$ cat src/rtl/bdsl_pkg.sv
// ----------------------------------------------------------------------------
// bdsl_pkg: shared types and constants of the bounded deque / sorted list
// Request codes, status codes, payload structs and the cell control bundle.
// ----------------------------------------------------------------------------
`default_nettype none

package bdsl_pkg;

  // Store geometry
  localparam int CAPACITY      = 16;
  localparam int ELEMENT_WIDTH = 32;
  localparam int CNT_W         = $clog2(CAPACITY + 1);
  localparam int IDX_W         = $clog2(CAPACITY);

  // Request codes
  localparam logic [2:0] REQ_PUSH_FRONT = 3'd0;
  localparam logic [2:0] REQ_PUSH_REAR  = 3'd1;
  localparam logic [2:0] REQ_POP_FRONT  = 3'd2;
  localparam logic [2:0] REQ_POP_REAR   = 3'd3;
  localparam logic [2:0] REQ_SEARCH     = 3'd4;
  localparam logic [2:0] REQ_DELETE     = 3'd5;
  localparam logic [2:0] REQ_SORTED_INS = 3'd6;

  // Status codes
  localparam logic [1:0] STS_OK    = 2'd0;
  localparam logic [1:0] STS_EMPTY = 2'd1;
  localparam logic [1:0] STS_FULL  = 2'd2;

  // Cell load selects
  localparam logic [1:0] SEL_HOLD = 2'd0;
  localparam logic [1:0] SEL_NEW  = 2'd1;
  localparam logic [1:0] SEL_PREV = 2'd2;
  localparam logic [1:0] SEL_NEXT = 2'd3;

  typedef logic signed [ELEMENT_WIDTH-1:0] elem_t;

  typedef struct packed {
    logic [2:0]         req_type;
    logic signed [31:0] value;
  } in_t;

  typedef struct packed {
    logic signed [31:0] popped_value;
    logic               found;
    logic [1:0]         status;
    logic [4:0]         occupancy;
  } out_t;

  // Per-cell control from the sequencer
  typedef struct packed {
    logic       cmp_en;
    logic [1:0] sel;
  } cell_ctl_t;

  // Per-cell compare flags against the request value
  typedef struct packed {
    logic eq;
    logic lt;
  } cell_flag_t;

  // Sign-extend a 32-bit request word, then keep ELEMENT_WIDTH bits
  function automatic elem_t ext_elem(logic [31:0] v);
    logic [ELEMENT_WIDTH+31:0] w;
    w = {{ELEMENT_WIDTH{v[31]}}, v};
    return w[ELEMENT_WIDTH-1:0];
  endfunction

  // Element to a 32-bit result word, zero-filled above the element
  function automatic logic [31:0] out_word(elem_t e);
    logic [ELEMENT_WIDTH+31:0] w;
    w = {32'b0, e};
    return w[31:0];
  endfunction

endpackage

`default_nettype wire

$ cat src/rtl/bdsl_cell.sv
// ----------------------------------------------------------------------------
// bdsl_cell: one storage cell of the element chain
// Holds one element, compares it with the request value and loads from the
// new value or from either neighbour when the chain shifts.
// ----------------------------------------------------------------------------
`default_nettype none

module bdsl_cell
  import bdsl_pkg::*;
(
  input  wire logic       clk,
  input  wire cell_ctl_t  ctl,
  input  wire elem_t      key,
  input  wire elem_t      new_elem,
  input  wire elem_t      prev_elem,
  input  wire elem_t      next_elem,
  output elem_t           elem,
  output cell_flag_t      flags
);

  elem_t      elem_r;
  cell_flag_t flags_r;
  cell_flag_t flags_nxt;

  // Signed compare of the stored element with the request value
  always_comb begin
    flags_nxt.eq = (elem_r == key);
    flags_nxt.lt = (elem_r < key);
  end

  // Flags captured when a request is taken; element loads on a shift
  always_ff @(posedge clk) begin
    if (ctl.cmp_en) begin
      flags_r <= flags_nxt;
    end
    unique case (ctl.sel)
      SEL_HOLD: elem_r <= elem_r;
      SEL_NEW:  elem_r <= new_elem;
      SEL_PREV: elem_r <= prev_elem;
      SEL_NEXT: elem_r <= next_elem;
    endcase
  end

  assign elem  = elem_r;
  assign flags = flags_r;

endmodule

`default_nettype wire

$ cat src/rtl/bounded_deque_sorted_list.sv
// ----------------------------------------------------------------------------
// bounded_deque_sorted_list: bounded deque with sorted insert and delete
// Chain of element cells with a two-step request sequencer.
// ----------------------------------------------------------------------------
// Usage:
//   Requests arrive on in_valid / in_stall / in_req (type and value); one
//   result per request leaves on out_valid / out_stall / out_res.
//   A request is taken when in_valid is high and in_stall is low. In the
//   cycle it is taken every cell compares its element with the value and
//   registers equal / less flags. Once the output register is free or its
//   result leaves, the sequencer decides from those flags, shifts the chain
//   one place where needed (insert towards the rear, pop front or delete
//   towards the front) and loads the result register. A new request is not
//   taken until the previous one has loaded its result.
//   If the receiver stalls, a finished result waits in the output register;
//   a new request is still taken, and its shift waits until the held
//   result leaves. in_stall is high while the sequencer is in ST_EXEC.
//   Reset empties the store and drops any waiting result; cell contents are
//   not cleared, as only positions below the element count are ever used.
// ----------------------------------------------------------------------------
`default_nettype none

module bounded_deque_sorted_list
  import bdsl_pkg::*;
(
  input  wire logic clk,
  input  wire logic rst_n,
  input  wire logic in_valid,
  output logic      in_stall,
  input  wire in_t  in_req,
  output logic      out_valid,
  input  wire logic out_stall,
  output out_t      out_res
);

  localparam logic ST_IDLE = 1'b0;
  localparam logic ST_EXEC = 1'b1;

  logic             state_r;
  logic             state_nxt;
  logic [2:0]       req_r;
  elem_t            val_r;
  logic [CNT_W-1:0] count_r;
  logic [CNT_W-1:0] count_nxt;
  logic             out_valid_r;
  out_t             out_r;
  out_t             res_nxt;

  logic             accept;
  logic             commit;
  elem_t            key;

  cell_ctl_t        ctl    [CAPACITY];
  elem_t            elems  [CAPACITY];
  cell_flag_t       flags  [CAPACITY];
  logic [1:0]       sel    [CAPACITY];

  logic [CAPACITY-1:0] eq_v;
  logic [CAPACITY-1:0] lt_v;
  logic [CAPACITY-1:0] occ;
  logic [CAPACITY-1:0] at_cnt;
  logic [CAPACITY-1:0] at_rear;
  logic [CAPACITY-1:0] cand;
  logic [CAPACITY-1:0] cand_pre;
  logic [CAPACITY-1:0] eq_pre;
  logic [CAPACITY-1:0] ins_ge;
  logic [CAPACITY-1:0] ins_ge_prev;
  logic [CAPACITY-1:0] del_ge;
  logic [CAPACITY-1:0] le_mask;
  logic                do_ins;
  logic                do_del;
  logic [CNT_W-1:0]    cnt_m1;
  logic [IDX_W-1:0]    rear_idx;
  logic                front_gt;
  logic                rear_lt;
  logic                rear_eq;

  // Handshake
  assign accept   = in_valid && !in_stall;
  assign commit   = (state_r == ST_EXEC) && (!out_valid_r || !out_stall);
  assign in_stall = (state_r == ST_EXEC);
  assign key      = ext_elem(in_req.value);

  // Cell chain
  for (genvar g = 0; g < CAPACITY; g++) begin : g_cell
    elem_t prev_in;
    elem_t next_in;
    if (g == 0) begin : g_first
      assign prev_in = val_r;
    end else begin : g_mid
      assign prev_in = elems[g-1];
    end
    if (g == CAPACITY - 1) begin : g_last
      assign next_in = elems[g];
    end else begin : g_inner
      assign next_in = elems[g+1];
    end
    assign ctl[g].cmp_en = accept;
    assign ctl[g].sel    = commit ? sel[g] : SEL_HOLD;

    bdsl_cell u_cell (
      .clk       (clk),
      .ctl       (ctl[g]),
      .key       (key),
      .new_elem  (val_r),
      .prev_elem (prev_in),
      .next_elem (next_in),
      .elem      (elems[g]),
      .flags     (flags[g])
    );
  end

  // Flag vectors and position masks
  always_comb begin
    cnt_m1   = count_r - 1'b1;
    rear_idx = cnt_m1[IDX_W-1:0];
    for (int i = 0; i < CAPACITY; i++) begin
      occ[i]     = CNT_W'(i) < count_r;
      at_cnt[i]  = CNT_W'(i) >= count_r;
      at_rear[i] = CNT_W'(i) >= cnt_m1;
      eq_v[i]    = flags[i].eq && occ[i];
      lt_v[i]    = flags[i].lt;
      cand[i]    = (i != 0) && occ[i] && !flags[i].lt;
    end
    // Prefix OR: any candidate at or below each position
    for (int i = 0; i < CAPACITY; i++) begin
      le_mask     = {CAPACITY{1'b1}} >> (CAPACITY - 1 - i);
      cand_pre[i] = |(cand & le_mask);
      eq_pre[i]   = |(eq_v & le_mask);
    end
    front_gt = !flags[0].eq && !flags[0].lt;
    rear_lt  = lt_v[rear_idx];
    rear_eq  = eq_v[rear_idx];
  end

  // Request decode
  always_comb begin
    count_nxt           = count_r;
    res_nxt.popped_value = '0;
    res_nxt.found        = 1'b0;
    res_nxt.status       = STS_OK;
    ins_ge              = '0;
    del_ge              = '0;
    do_ins              = 1'b0;
    do_del              = 1'b0;

    unique case (req_r)
      REQ_PUSH_FRONT, REQ_PUSH_REAR, REQ_SORTED_INS: begin
        if (count_r == CNT_W'(CAPACITY)) begin
          res_nxt.status = STS_FULL;
        end else begin
          do_ins    = 1'b1;
          count_nxt = count_r + 1'b1;
          if (req_r == REQ_PUSH_FRONT || count_r == '0) begin
            ins_ge = '1;
          end else if (req_r == REQ_PUSH_REAR) begin
            ins_ge = at_cnt;
          end else if (front_gt) begin
            ins_ge = '1;
          end else if (rear_lt) begin
            ins_ge = at_cnt;
          end else begin
            ins_ge = cand_pre | at_cnt;
          end
        end
      end
      REQ_POP_FRONT, REQ_POP_REAR: begin
        if (count_r == '0) begin
          res_nxt.status = STS_EMPTY;
        end else begin
          count_nxt = cnt_m1;
          if (req_r == REQ_POP_FRONT) begin
            res_nxt.popped_value = out_word(elems[0]);
            do_del = 1'b1;
            del_ge = '1;
          end else begin
            res_nxt.popped_value = out_word(elems[rear_idx]);
          end
        end
      end
      REQ_SEARCH: begin
        res_nxt.found = |eq_v;
      end
      REQ_DELETE: begin
        if (|eq_v) begin
          res_nxt.found = 1'b1;
          count_nxt     = cnt_m1;
          do_del        = 1'b1;
          if (eq_v[0]) begin
            del_ge = '1;
          end else if (rear_eq) begin
            del_ge = at_rear;
          end else begin
            del_ge = eq_pre;
          end
        end
      end
      default: begin
      end
    endcase

    res_nxt.occupancy = 5'(count_nxt);
  end

  // Per-cell load selects
  always_comb begin
    ins_ge_prev = {ins_ge[CAPACITY-2:0], 1'b0};
    for (int i = 0; i < CAPACITY; i++) begin
      priority if (do_ins && ins_ge_prev[i]) begin
        sel[i] = SEL_PREV;
      end else if (do_ins && ins_ge[i]) begin
        sel[i] = SEL_NEW;
      end else if (do_del && del_ge[i]) begin
        sel[i] = SEL_NEXT;
      end else begin
        sel[i] = SEL_HOLD;
      end
    end
  end

  // Sequencer next state
  always_comb begin
    state_nxt = state_r;
    if (accept) begin
      state_nxt = ST_EXEC;
    end else if (commit) begin
      state_nxt = ST_IDLE;
    end
  end

  // Control registers
  always_ff @(posedge clk) begin
    if (!rst_n) begin
      state_r     <= ST_IDLE;
      count_r     <= '0;
      out_valid_r <= 1'b0;
    end else begin
      state_r <= state_nxt;
      if (commit) begin
        count_r     <= count_nxt;
        out_valid_r <= 1'b1;
      end else if (out_valid_r && !out_stall) begin
        out_valid_r <= 1'b0;
      end
    end
  end

  // Request and result payload
  always_ff @(posedge clk) begin
    if (accept) begin
      req_r <= in_req.req_type;
      val_r <= key;
    end
    if (commit) begin
      out_r <= res_nxt;
    end
  end

  assign out_valid = out_valid_r;
  assign out_res   = out_r;

endmodule

`default_nettype wire
$ cat config.mk
export PLATFORM = sky130hd
export DESIGN_NAME = bounded_deque_sorted_list
export DESIGN_NICKNAME = d
export VERILOG_FILES = /design/src/rtl/bdsl_pkg.sv /design/src/rtl/bdsl_cell.sv /design/src/rtl/bounded_deque_sorted_list.sv
export SDC_FILE = /design/constraint.sdc
export NUM_CORES = 2
export LEC_CHECK = 0
export BUFFER_PORTS_ARGS = -buffer_cell sky130_fd_sc_hd__buf_2
export CORE_UTILIZATION = 60
export CTS_BUF_LIST = sky130_fd_sc_hd__clkbuf_2
export CTS_CLUSTER_SIZE = 24
export DETAILED_ROUTE_END_ITERATION = 12
export HOLD_SLACK_MARGIN = 0.03
export MAX_ROUTING_LAYER = met4
export PLACE_DENSITY = 0.88
export SETUP_SLACK_MARGIN = 0.3
export SLEW_MARGIN = 15
export SYNTH_ARGS = -nofsm -noshare
export SYNTH_HDL_FRONTEND = slang
export SYNTH_HIERARCHICAL = 1
export SYNTH_SLANG_ARGS = --single-unit
export TNS_END_PERCENT = 50
$ cat constraint.sdc
create_clock -name clk -period 5.2 [get_ports clk]
set_input_delay 0.26 -clock clk [delete_from_list [all_inputs] [get_ports clk]]
set_output_delay 0.26 -clock clk [all_outputs]
set_load 0.01 [all_outputs]
==> out/qor.txt <==
number of antenna violations at the first check in global routing - 6
YS warnings - 6
DRT antenna net count - 0
Required @ worst endpoint - 6.35 ns
Max Cap Viol - 0
DR DRC count - 0
Synth Instances - 5312
CTS tree - yes
DP HPWL - 132000 um
most used flip-flop cell after synthesis - edfxtp_1
drt first pass iters - 7
part of the power in registers - 42.1%
Clock Latency Late Sink - 1.64 ns
H-tree Lvls - 4
FMAX - 0.209 GHz
Sw Ratio - 41.8%
Core Footprint - 0.0822 mm2
max_slew headroom - 13.8%
first-pass GRT wire length - 266000 um
Die Wd - 290 um
Final setup viols - 0
Worst Setup EP - g_cell[2].u_cell/elem[20]$_DFFE_PP_
crit-path max FO - 62
Leak Pwr - 21.8 nW
Logic pwr share - 36.0%
Worst Path Arrival - 5.94 ns
Cells after DPL - 6271
fin crit share - 92.2%
Port Buffer Count - 80
maximum buffer depth of the clock tree - 3
Max rail drop VDD - 0.208 mV
sequential cell area fraction in the yosys report - 37.5%
Final Power - 0.0168 W
Worst-path clk slew - 0.11 ns
Ports - 81
Final GP Congestion - 1.01
vias per cell - 6.77
cell area after synthesis - 0.0499 mm2
GR Overflow Total - 0
Startpoint Class - register
CP Capture Type - register
fraction of registers with async set/reset - 0%
Power per Cell Area - 311 mW/mm2
Root Buffer - clkbuf_2
Setup Buffers After CTS - 0
fillers - 6510
clock period minus final worst setup slack - 4.80 ns
switching pwr - 0.00702 W
Initial Util - 60.7%
#FFs+latches synth - 626
Hold Crit Class - in -> reg
initial drt markers - 5764
clk_skew - 0.150 ns
power share of the clock group - 21.9%
internal power - 0.00978 W
final slew viol count - 0
flop-to-flop setup slack - 0.40 ns
Worst R2R Path Depth - 10
setup TNS - 0 ns
Layout Nets - 6015
number of flops mapped to enable cells by yosys - 619
gr usage total - 42.8%
largest net degree at the start of global routing - 77
die height - 290 um
Slew @ Worst Pin - 1.29 ns
Post-Syn Area per Cell - 9.40 um2
worst r2r src - count_r[0]$_SDFFE_PN0P_
reg-to-reg endpoint - g_cell[2].u_cell/elem[20]$_DFFE_PP_
cts bufs inserted - 168
Routed WL per cell - 26.9 um
row count - 105
clock sinks - 626
Worst Setup SP - count_r[0]$_SDFFE_PN0P_
outcome - completed
syn nets - 5869
Post-Route WL - 179000 um
Final Hold Viols - 0
layout cells sized above 1 - 12.0%
RSZ-0062 raised after global routing - false
number of global-route vias before repair - 43905
Die ar. - 0.0844 mm2
Area Overhead vs Synth - 8.11%
Crit Path Class - reg -> reg
vias - 45029
Finished Layout Cells - 6653
Synth cell types - 94
==> layer usage <==
layer	vias to the layer above	GRT usage, %	routed length, um
met2	3172	66.4	81000
met1	20830	48.2	62200
met5	-	-	0
met3	1010	9.09	19100
li1	20017	-	-
met4	0	33.5	16500
==> cells by family (layout without fill, tap and decap cells) <==
| family | after synthesis | after routing | synth area share, % |
|---|---|---|---|
| multiplexers | 629 | 629 | 13.9 |
| AND/OR/NAND/NOR | 1275 | 1275 | 11.5 |
| adder cells (fa/ha/maj) | 518 | 518 | 13.0 |
| XOR/XNOR | 8 | 8 | 0.231 |
| AO/OA/AOI/OAI | 1430 | 1430 | 17.3 |
| flip-flops | 626 | 626 | 37.5 |
| buffers and inverters | 826 | 1087 | 6.66 |
| other | 0 | 10 | 0 |
==> critical path, cell delays in order (launching register included) <==
cell      delay (ns)
dfxtp_4         0.36
buf_6           0.53
ha_1            0.37
o21ba_2         0.20
o21ai_2         0.24
nand4b_2        0.32
and4bb_1        0.54
a311o_1         0.55
a31oi_1         0.24
a31o_2          0.33
or2_2           0.60
==> final cells by class <==
type	count	area (um2)	area share, %
multi-input combinational	3860	28200	52.3
tap	1070	1340	2.48
clock buffer	240	1200	2.23
antenna	10	25.0	0.0464
inverter	521	1960	3.62
sequential	626	18700	34.7
timing repair buffer	281	2230	4.13
clock inverter	45	262	0.485
==> cells in the final DEF (no fill, tap or decap), drive strengths merged, types with 27 or more instances in the layout <==
master and count:
o211ai 35, mux4 50, clkinv 33, nand4 132, o22ai 27, mux2i 574, edfxtp 619, o21ai 204
nor2 606, nand2 303, clkbuf 240, a311oi 28, ha 518, a221o 30, nor4 33, a21oi 850
a21o 36, nor3 33, a31oi 43, inv 528, dlygate4sd3 87, buf 194, nand3 74
==> per-stage QoR <==
stage          hold WS (ns)  cell area, um2  setup slack, ns  util [%]
3_3_place_gp          0.441           51600            0.369      62.7
3_5_place_dp          0.443           51600            0.374      62.7
2_1_floorplan         0.359           49900            0.308         -
4_1_cts              0.0702           53900            0.444      65.6
6_report              0.106           54000            0.404      65.6
5_1_grt              0.0837           54000            0.343      65.6
==> power groups by stage <==
stage,Sequential [W],Clock (W),Combinational (W)
5_1_grt,0.00710,0.00392,0.00644
6_report,0.00708,0.00367,0.00605
2_1_floorplan,0.00676,0,0.00399
3_5_place_dp,0.00716,0,0.00571
3_3_place_gp,0.00715,0,0.00553
4_1_cts,0.00704,0.00368,0.00579
==> how the worst min path moves through the flow <==
| stage | end | from | slack (ns) | cells past startpoint |
|---|---|---|---|---|
| 3_3_place_gp | req_r[1]$_DFFE_PP_ | in_req[33] | 0.44 | 1 |
| 5_1_grt | g_cell[0].u_cell/flags[1]$_DFFE_PP_ | in_req[0] | 0.08 | 5 |
| 2_1_floorplan | g_cell[0].prev_in[0]$_DFFE_PP_ | in_req[0] | 0.36 | 0 |
| 4_1_cts | g_cell[12].u_cell/flags[1]$_DFFE_PP_ | in_req[0] | 0.07 | 5 |
| 6_report | g_cell[9].u_cell/flags[1]$_DFFE_PP_ | in_req[0] | 0.11 | 5 |
| 3_5_place_dp | req_r[0]$_DFFE_PP_ | in_req[32] | 0.44 | 1 |
==> sequential cells by signal, summed over array words and instances, names as in the netlist <==
register	count
g_cell.u_cell/elem	512
out_res	40
g_cell.prev_in	32
g_cell.u_cell/flags	32
count_r	5
req_r	3
in_stall	1
out_valid	1
==> repair_timing <==
| item | CTS | global route |
|---|---|---|
| hold endpoints to repair | 294 | 0 |
| hold buffers | 87 | 0 |
| endpoints found under the setup margin | 2 | 147 |
| gates resized for setup | 1 | 4 |
==> Yosys cell counts (32+ instances only) <==
cell type  count  share of area (%)
a21oi_1      831                8.3
o21ai_0      187                1.9
nor3_1        32               0.32
buf_2         98               0.98
inv_1        521                3.9
a21o_1        36               0.54
mux4_2        50                2.3
nor2_1       605                4.5
nand3_1       74               0.74
ha_1         518                 13
o211ai_1      35               0.53
nand4_1      132                1.7
a31oi_1       42               0.53
mux2i_1      574                 12
clkbuf_1     161                1.2
nand2_1      303                2.3
edfxtp_1     619                 37
Note: power is estimated with default switching activity, not from simulation.
